===== src/rtl/fir_valid_convolution_mac_defines.svh =====
// Assertion macros used by the FIR convolution top level.
`ifndef FIR_VALID_CONVOLUTION_MAC_DEFINES_SVH
`define FIR_VALID_CONVOLUTION_MAC_DEFINES_SVH

// Plain property, checked at every rising clock edge outside reset.
`define FVC_ASSERT(label, prop, msg) \
  label: assert property (@(posedge clk) disable iff (!rst_n) (prop)) \
    else $error(msg);

// Property whose consequent is checked in the cycle after its antecedent.
`define FVC_ASSERT_NEXT(label, ante, cons, msg) \
  label: assert property (@(posedge clk) disable iff (!rst_n) (ante) |=> (cons)) \
    else $error(msg);

`endif


===== src/rtl/fvc_pkg.sv =====
// Shared constants, codes and types of the FIR convolution block.
package fvc_pkg;

  localparam int DEF_MAX_TAPS    = 64;
  localparam int DEF_MAX_BLOCK   = 4096;
  localparam int DEF_SAMPLE_BITS = 16;
  localparam int DEF_ACC_BITS    = 40;

  localparam int TAP_IDX_BITS   = 6;
  localparam int TAP_COUNT_BITS = 7;
  localparam int MODE_BITS      = 2;
  localparam int OUT_IDX_BITS   = 12;
  localparam int CFG_IDX_BITS   = 1;
  localparam int CFG_DATA_BITS  = 7;

  typedef logic [MODE_BITS-1:0] mode_t;

  localparam mode_t MODE_REAL        = 2'd0;
  localparam mode_t MODE_CPLX_SAMPLE = 2'd1;
  localparam mode_t MODE_CPLX_TAP    = 2'd2;
  localparam mode_t MODE_RSVD        = 2'd3;

  localparam logic [CFG_IDX_BITS-1:0] REG_TAP_COUNT = 1'd0;
  localparam logic [CFG_IDX_BITS-1:0] REG_DATA_MODE = 1'd1;

  localparam logic REQ_TAP    = 1'b0;
  localparam logic REQ_SAMPLE = 1'b1;

  // Control broadcast to every cell of the chain.
  typedef struct packed {
    logic                    shift;
    logic                    tap_we;
    logic [TAP_IDX_BITS-1:0] tap_idx;
    mode_t                   mode;
  } cell_ctl_t;

  typedef enum logic {
    ST_IDLE,
    ST_SUM
  } fsm_state_t;

endpackage


===== src/rtl/fvc_tap_cell.sv =====
// One cell of the FIR chain: a delay tap, its coefficient and a partial-sum stage.
module fvc_tap_cell import fvc_pkg::*; #(
  parameter int SAMPLE_BITS = DEF_SAMPLE_BITS,
  parameter int PSUM_BITS   = 2 * DEF_SAMPLE_BITS + 6,
  parameter int CELL_IDX    = 0
) (
  input  logic                          clk,
  input  cell_ctl_t                     ctl,
  input  logic                          active,
  input  logic signed [SAMPLE_BITS-1:0] x_re_in,
  input  logic signed [SAMPLE_BITS-1:0] x_im_in,
  input  logic signed [SAMPLE_BITS-1:0] tap_re_in,
  input  logic signed [SAMPLE_BITS-1:0] tap_im_in,
  input  logic signed [PSUM_BITS-1:0]   psum_re_in,
  input  logic signed [PSUM_BITS-1:0]   psum_im_in,
  output logic signed [SAMPLE_BITS-1:0] x_re_out,
  output logic signed [SAMPLE_BITS-1:0] x_im_out,
  output logic signed [PSUM_BITS-1:0]   psum_re_out,
  output logic signed [PSUM_BITS-1:0]   psum_im_out
);

  localparam int PROD_BITS = 2 * SAMPLE_BITS;

  logic signed [SAMPLE_BITS-1:0] x_re_r, x_im_r, t_re_r, t_im_r;
  logic signed [PSUM_BITS-1:0]   psum_re_r, psum_im_r;
  logic signed [PSUM_BITS-1:0]   psum_re_nxt, psum_im_nxt;
  logic signed [SAMPLE_BITS-1:0] mul_a, mul_b;
  logic signed [PROD_BITS-1:0]   prod_re, prod_im;
  logic                          im_on, tap_hit;

  assign tap_hit = ctl.tap_we && (int'(ctl.tap_idx) == CELL_IDX);

  // Imaginary lane: sample imag by tap real, or sample real by tap imag.
  always_comb begin
    mul_a   = (ctl.mode == MODE_CPLX_SAMPLE) ? x_im_r : x_re_r;
    mul_b   = (ctl.mode == MODE_CPLX_TAP) ? t_im_r : t_re_r;
    im_on   = (ctl.mode == MODE_CPLX_SAMPLE) || (ctl.mode == MODE_CPLX_TAP);
    prod_re = x_re_r * t_re_r;
    prod_im = mul_a * mul_b;
    psum_re_nxt = psum_re_in;
    psum_im_nxt = psum_im_in;
    if (active) begin
      psum_re_nxt = psum_re_in + {{(PSUM_BITS-PROD_BITS){prod_re[PROD_BITS-1]}}, prod_re};
      if (im_on) begin
        psum_im_nxt = psum_im_in + {{(PSUM_BITS-PROD_BITS){prod_im[PROD_BITS-1]}}, prod_im};
      end
    end
  end

  always_ff @(posedge clk) begin
    if (ctl.shift) begin
      x_re_r <= x_re_in;
      x_im_r <= x_im_in;
    end
    if (tap_hit) begin
      t_re_r <= tap_re_in;
      t_im_r <= tap_im_in;
    end
    psum_re_r <= psum_re_nxt;
    psum_im_r <= psum_im_nxt;
  end

  assign x_re_out    = x_re_r;
  assign x_im_out    = x_im_r;
  assign psum_re_out = psum_re_r;
  assign psum_im_out = psum_im_r;

endmodule


===== config.mk =====
export PLATFORM = sky130hd
export DESIGN_NAME = fvc_tap_cell
export DESIGN_NICKNAME = d
export VERILOG_FILES = /design/src/rtl/fir_valid_convolution_mac_defines.svh /design/src/rtl/fvc_pkg.sv /design/src/rtl/fvc_tap_cell.sv
export SDC_FILE = /design/constraint.sdc
export NUM_CORES = 2
export LEC_CHECK = 0
export ABC_AREA = 0
export BUFFER_PORTS_ARGS = -buffer_cell sky130_fd_sc_hd__buf_2
export CORE_ASPECT_RATIO = 0.75
export CORE_MARGIN = 10
export CORE_UTILIZATION = 45
export DETAILED_ROUTE_END_ITERATION = 10
export SYNTH_ARGS = -nofsm -noshare
export SYNTH_HDL_FRONTEND = slang
export SYNTH_SLANG_ARGS = --single-unit

===== constraint.sdc =====
create_clock -name clk -period 24.9 [get_ports clk]
set_input_delay 4.98 -clock clk [delete_from_list [all_inputs] [get_ports clk]]
set_output_delay 4.98 -clock clk [all_outputs]
set_load 0.005 [all_outputs]

# Word-level counts from Yosys, hierarchy flattened
# Cells that the tools add are included.
[word_totals]
reg_bits = 140
inputBits = 152
out_inout_bits = 108
wordCells = 20
[op_classes]
add_sub_neg = 2
multipliers = 2
n_eq_ne = 2
n_mux = 5
n_reduce_logical = 3
[op_table]
columns = ["cell", "n"]
rows = [
  ["$mux 38", 3],
  ["$add 38x38->38", 2],
  ["$mul 16x16->32", 2],
  ["$mux 16", 2],
  ["$logic_not 6->1", 1],
  ["$eq 2x1->1 const B", 1],
  ["$eq 2x2->1 const B", 1],
  ["$logic_and 1x1->1", 1],
  ["$logic_or 1x1->1", 1],
]

# Logic depth before layout (Yosys ltp)
[depth]
depth_word = 6
mapped_depth = 41
depth_no_buf = 39

# Worst setup path after synthesis
# OpenSTA, ideal clock, no wires.
[synth_path]
path_type = "input port to flip-flop"
from = "in ctl[1] in the netlist's numbering"
to = "reg psum_im_r[36] (netlist: psum_im_out[36])"
setup_time_ns = 0.130
t_arrival_ns = 13.898
required_ns = 24.770
setup_slack_ns = 10.872
cell_stages = 40
path_buffers = 3
path_cell_list = "inv_1 ha_1 clkbuf_1 buf_1 clkbuf_1 mux2i_1 nor2_1 fa_1 inv_1 fa_1 fa_1 inv_1 fa_1 fa_1 inv_1 fa_1 inv_1 ha_1 (+4 left out) a21o_1 a21o_1 a21o_1 a21o_1 a21oi_1 xnor2_1 ha_1 a21o_1 a21o_1 a21o_1 a21o_1 a21o_1 a21o_1 a221oi_1 o21ai_1 a31oi_1 xor2_1 o21ai_0"
[synth_between]
elab_chain_cells = 6
elab_cells_between_ends = 9
cone_classes = "add/sub: 1; mul: 1; eq/ne: 2; mux: 4; reduce/logical: 1"
[synth_lines]
columns = ["item", "line_no", "text"]
rows = [
  ["from (decl)", "fvc_tap_cell.sv:8", "input cell_ctl_t ctl,"],
  ["$eq 2x1->1 or $eq 2x2->1 (tied branches)", "fvc_tap_cell.sv:35, fvc_tap_cell.sv:37, fvc_tap_cell.sv:36", ""],
  ["$mux 16 (on tied branches)", "fvc_tap_cell.sv:35, fvc_tap_cell.sv:36", ""],
  ["$mul 16x16->32", "fvc_tap_cell.sv:39", "prod_im = mul_a * mul_b;"],
  ["$add 38x38->38", "fvc_tap_cell.sv:45", "psum_im_nxt = psum_im_in + {{(PSUM_BITS-PROD_BITS){prod_im[PROD_BITS-1]}}, prod_im};"],
  ["$mux 38 *", "fvc_tap_cell.sv:44", "if (im_on) begin"],
  ["$mux 38 *", "fvc_tap_cell.sv:42", "if (active) begin"],
  ["via psum_im_nxt[36]", "fvc_tap_cell.sv:26", "logic signed [PSUM_BITS-1:0] psum_re_nxt, psum_im_nxt;"],
  ["to (signal assigned)", "fvc_tap_cell.sv:60", "psum_im_r <= psum_im_nxt;"],
  ["to (decl)", "fvc_tap_cell.sv:25", "logic signed [PSUM_BITS-1:0] psum_re_r, psum_im_r;"],
]
# The timed path passes the listed nets; every way through them passes the cells marked *.
# A chain may end at the register's enable or synchronous reset.

# Worst setup path after layout
# Same ends and word-level chain as after synthesis.

==> out/metrics.yaml <==
area_growth_syn_to_layout_pct: 10.3
fin_tns_setup_ns: 0
initial_utilization_pct: 45.5
dr_total_vias: 21100
io_buffers: 259
drv.max_cap_violation_count: 0
detail_route.iter0.violations: 1251
floorplan.rows: 78
grt-ovfl-total: 0
ys.warnings.count: 0
final-max-slew-violation-count: 0
routedWlPerCell_um: 20.7
slowest_stage: "sky130_fd_sc_hd__mux2i_1"
rr_startpoint: "t_re_r[15]$_DFFE_PP_"
fill_cells: 5837
gp_congestion: 0.914
cts_buffer_depth: 2
cts-resized-gates: 0
dominantRegCellSynth: "sky130_fd_sc_hd__dfxtp_1"
cts_clock_pin_slew_for_the_worst_setup_and_hold_paths_ns: 0.06
hpwl_um: 70100
grt_setup_unrepaired: "false"
layout.nets: 4089
seq_area_frac_synth_pct: 12.5
chip_height_um: 234
post-synth-top-area-fraction_pct: 38.2
ant_nets: 0
hold_path.startpoint: "t_im_r[0]$_DFFE_PP_"
fp.coreArea_um2: 60600
tritoncts: "done"
postCtsHoldBufs: 0
worstMarginPinSlew_ns: 1.29
dpl.cell_count: 3951
drc_errors: 0
grtUsageTotal_pct: 23.9
hold_class: "flip-flop to flip-flop"
worst_reg2reg_path_endpoint: "psum_im_out[36]$_DFF_P_"
finalCoreUtilization_pct: 50.2
crit_type: "input port to flip-flop"
antenna_found_initial: 5
post_route_cells_drive_above_1_share_pct: 12.9
min_delay_worst_endpoint: "psum_im_out[0]$_DFF_P_"
ctsRootBufferMaster: "sky130_fd_sc_hd__clkbuf_16"
detail_route.wirelength_um: 82700
final_min_period_over_clock_period_pct: 60.6
run_status: "finished clean"
drt-pass1-iter-count: 5
holdPathStages: 5
maximum_number_of_pins_on_one_net_before_global_route_repair: 73
fin_ws_ns: 9.81
syn_inst: 2947
synth_top_area_cell: "sky130_fd_sc_hd__fa_1"
min_period_ns: 15.09
worstRegToRegCells: 36
grt_pass1_vias: 22200
syn_avg_cell_area_um2: 9.35
die-area_um2: 71700
slowest_delay_ns: 1.10
timing.critical_path.fanout_max: 31
post_synth_instance_area_um2: 27600
route.detailed.vias_per_inst: 5.29
hold_viol: 0
skew_ns: 0.0218
cpMostUsedCell: "sky130_fd_sc_hd__a21o_1"
post-place-ws_ns: 9.48
timing.reg2reg.setup_slack_ns: 13.97
stdcell_count: 3984
clock_insertion_delay_worst_skew_ns: 0.52
cts.htree.levels: 4
synthTopCellsByArea: "sky130_fd_sc_hd__fa_1 38%, sky130_fd_sc_hd__ha_1 11%, sky130_fd_sc_hd__inv_1 8.3%"
die_width_um: 306
floorplan.io_pins: 260
timing.critical_path.arrival_ns: 15.42
synth-edff-count: 64
synth_cell_types: 66
wire_length_of_the_first_global_routing_pass_um: 131000
ys_seq_elements: 140
timing.max_slew.rel_slack_pct: 11.8
critical_path_required_ns: 25.23
synth_nets: 3866
tritoncts.num_buffers: 17
max_freq_mhz: 66.3
synth_async_sr_flop_share_pct: 0
worst_setup_path_end_kind: "flip-flop"
cp_startpoint_kind: "input port"
setup_viol: 0
clock_sink_count: 140
postCtsSetupRepairBufs: 0
placed cells by master (no fill, tap or decap), types with 4 or more instances in the layout:
cell                        instances
sky130_fd_sc_hd__a31o_2             6
sky130_fd_sc_hd__mux2_2            61
sky130_fd_sc_hd__nand2_1          329
sky130_fd_sc_hd__mux2i_1           28
sky130_fd_sc_hd__o31ai_1           12
sky130_fd_sc_hd__a21o_1            64
sky130_fd_sc_hd__a31oi_1            6
sky130_fd_sc_hd__inv_1            612
sky130_fd_sc_hd__edfxtp_1          64
sky130_fd_sc_hd__buf_2            259
sky130_fd_sc_hd__o211ai_1           5
sky130_fd_sc_hd__buf_4             34
sky130_fd_sc_hd__ha_1             240
sky130_fd_sc_hd__a41oi_1            4
sky130_fd_sc_hd__nand4_1            6
sky130_fd_sc_hd__and4_1             4
sky130_fd_sc_hd__dfxtp_1           76
sky130_fd_sc_hd__o21bai_1          12
sky130_fd_sc_hd__nor3_1            14
sky130_fd_sc_hd__and2_1           113
sky130_fd_sc_hd__a21oi_1           94
sky130_fd_sc_hd__and3_1             8
sky130_fd_sc_hd__nor2_1           180
sky130_fd_sc_hd__a211oi_1          12
sky130_fd_sc_hd__inv_6              4
sky130_fd_sc_hd__or2_2              8
sky130_fd_sc_hd__nand3_1           19
sky130_fd_sc_hd__clkbuf_16         17
sky130_fd_sc_hd__o311ai_0           4
sky130_fd_sc_hd__nor2b_1           12
sky130_fd_sc_hd__xnor2_1           94
sky130_fd_sc_hd__o21ai_0           86
sky130_fd_sc_hd__fa_1             526
sky130_fd_sc_hd__or3_1              9
sky130_fd_sc_hd__nand2b_1          35
sky130_fd_sc_hd__xor2_1            46
sky130_fd_sc_hd__o21a_1            18
layer usage:
| layer | part of all wire, % | global-route usage [%] |
|---|---|---|
| met1 | 50 | 36.6 |
| met2 | 40 | 33.5 |
| met3 | 8.2 | 6.40 |
| met4 | 1.1 | 4.27 |
| met5 | 0.025 | 0 |
worst max-delay path, delay by kind of cell:
kind	cells	cell delay, ns
adder cells (fa/ha/maj)	9	4.00
AO/OA/AOI/OAI	18	3.75
multiplexers	1	1.10
buffers and inverters	7	0.84
AND/OR/NAND/NOR	2	0.39
XOR/XNOR	2	0.31
cell families after synthesis:
group	share of synthesized area, %
xor+xnor	4.45
compound gates	8.52
flops	12.5
mux	3.58
simple gates	12.3
fa+ha+maj	49.1
buf+inv	9.55
layout make-up:
type	instances	area, um2	share of cell area, %
antenna	1	2.50	0.00823
clock buffer	18	429	1.41
clock inverter	14	184	0.605
inverter	612	2300	7.55
multi-input combinational	2106	21500	70.7
sequential	140	3440	11.3
tap	800	1000	3.29
timing repair buffer	293	1550	5.10
registers in the layout, summed over array words and instances (netlist names):
register     cells
t_im_r          16
x_im_out        16
t_re_r          16
x_re_out        16
psum_im_out     38
psum_re_out     38
through the flow:
step / instance area [um2] / hold WS [ns]
after floorplan: 27600 / 0.820
after global placement: 29800 / 1.08
after CTS: 30400 / 1.12
after detailed placement: 29800 / 1.10
final: 30400 / 1.10
after global routing: 30400 / 1.17
synthesized netlist by cell type (all sizes together), types with 12 or more instances:
cell type    n
a211oi      13
a21o        64
a21oi       94
and2       113
clkbuf      85
dfxtp       76
edfxtp      64
fa         526
ha         241
inv        612
mux2        61
mux2i       30
nand2      329
nand2b      36
nand3       19
nor2       180
nor2b       12
nor3        15
o21a        18
o21ai       88
o21bai      12
o31ai       12
xnor2       94
xor2        46
worst max-delay path by stage:
stage / from / endpoint / slack, ns
6_report: ctl[1] / psum_im_out[36]$_DFF_P_ / 9.81
5_1_grt: ctl[1] / psum_im_out[36]$_DFF_P_ / 9.43
4_1_cts: ctl[1] / psum_im_out[36]$_DFF_P_ / 10.02
3_5_place_dp: ctl[1] / psum_im_out[36]$_DFF_P_ / 9.48
3_3_place_gp: ctl[1] / psum_im_out[36]$_DFF_P_ / 9.42
2_1_floorplan: ctl[1] / psum_im_out[36]$_DFF_P_ / 10.87
Power is not shown: default switching activity piles up to over one toggle a cycle in this logic, so the estimate is an artifact.
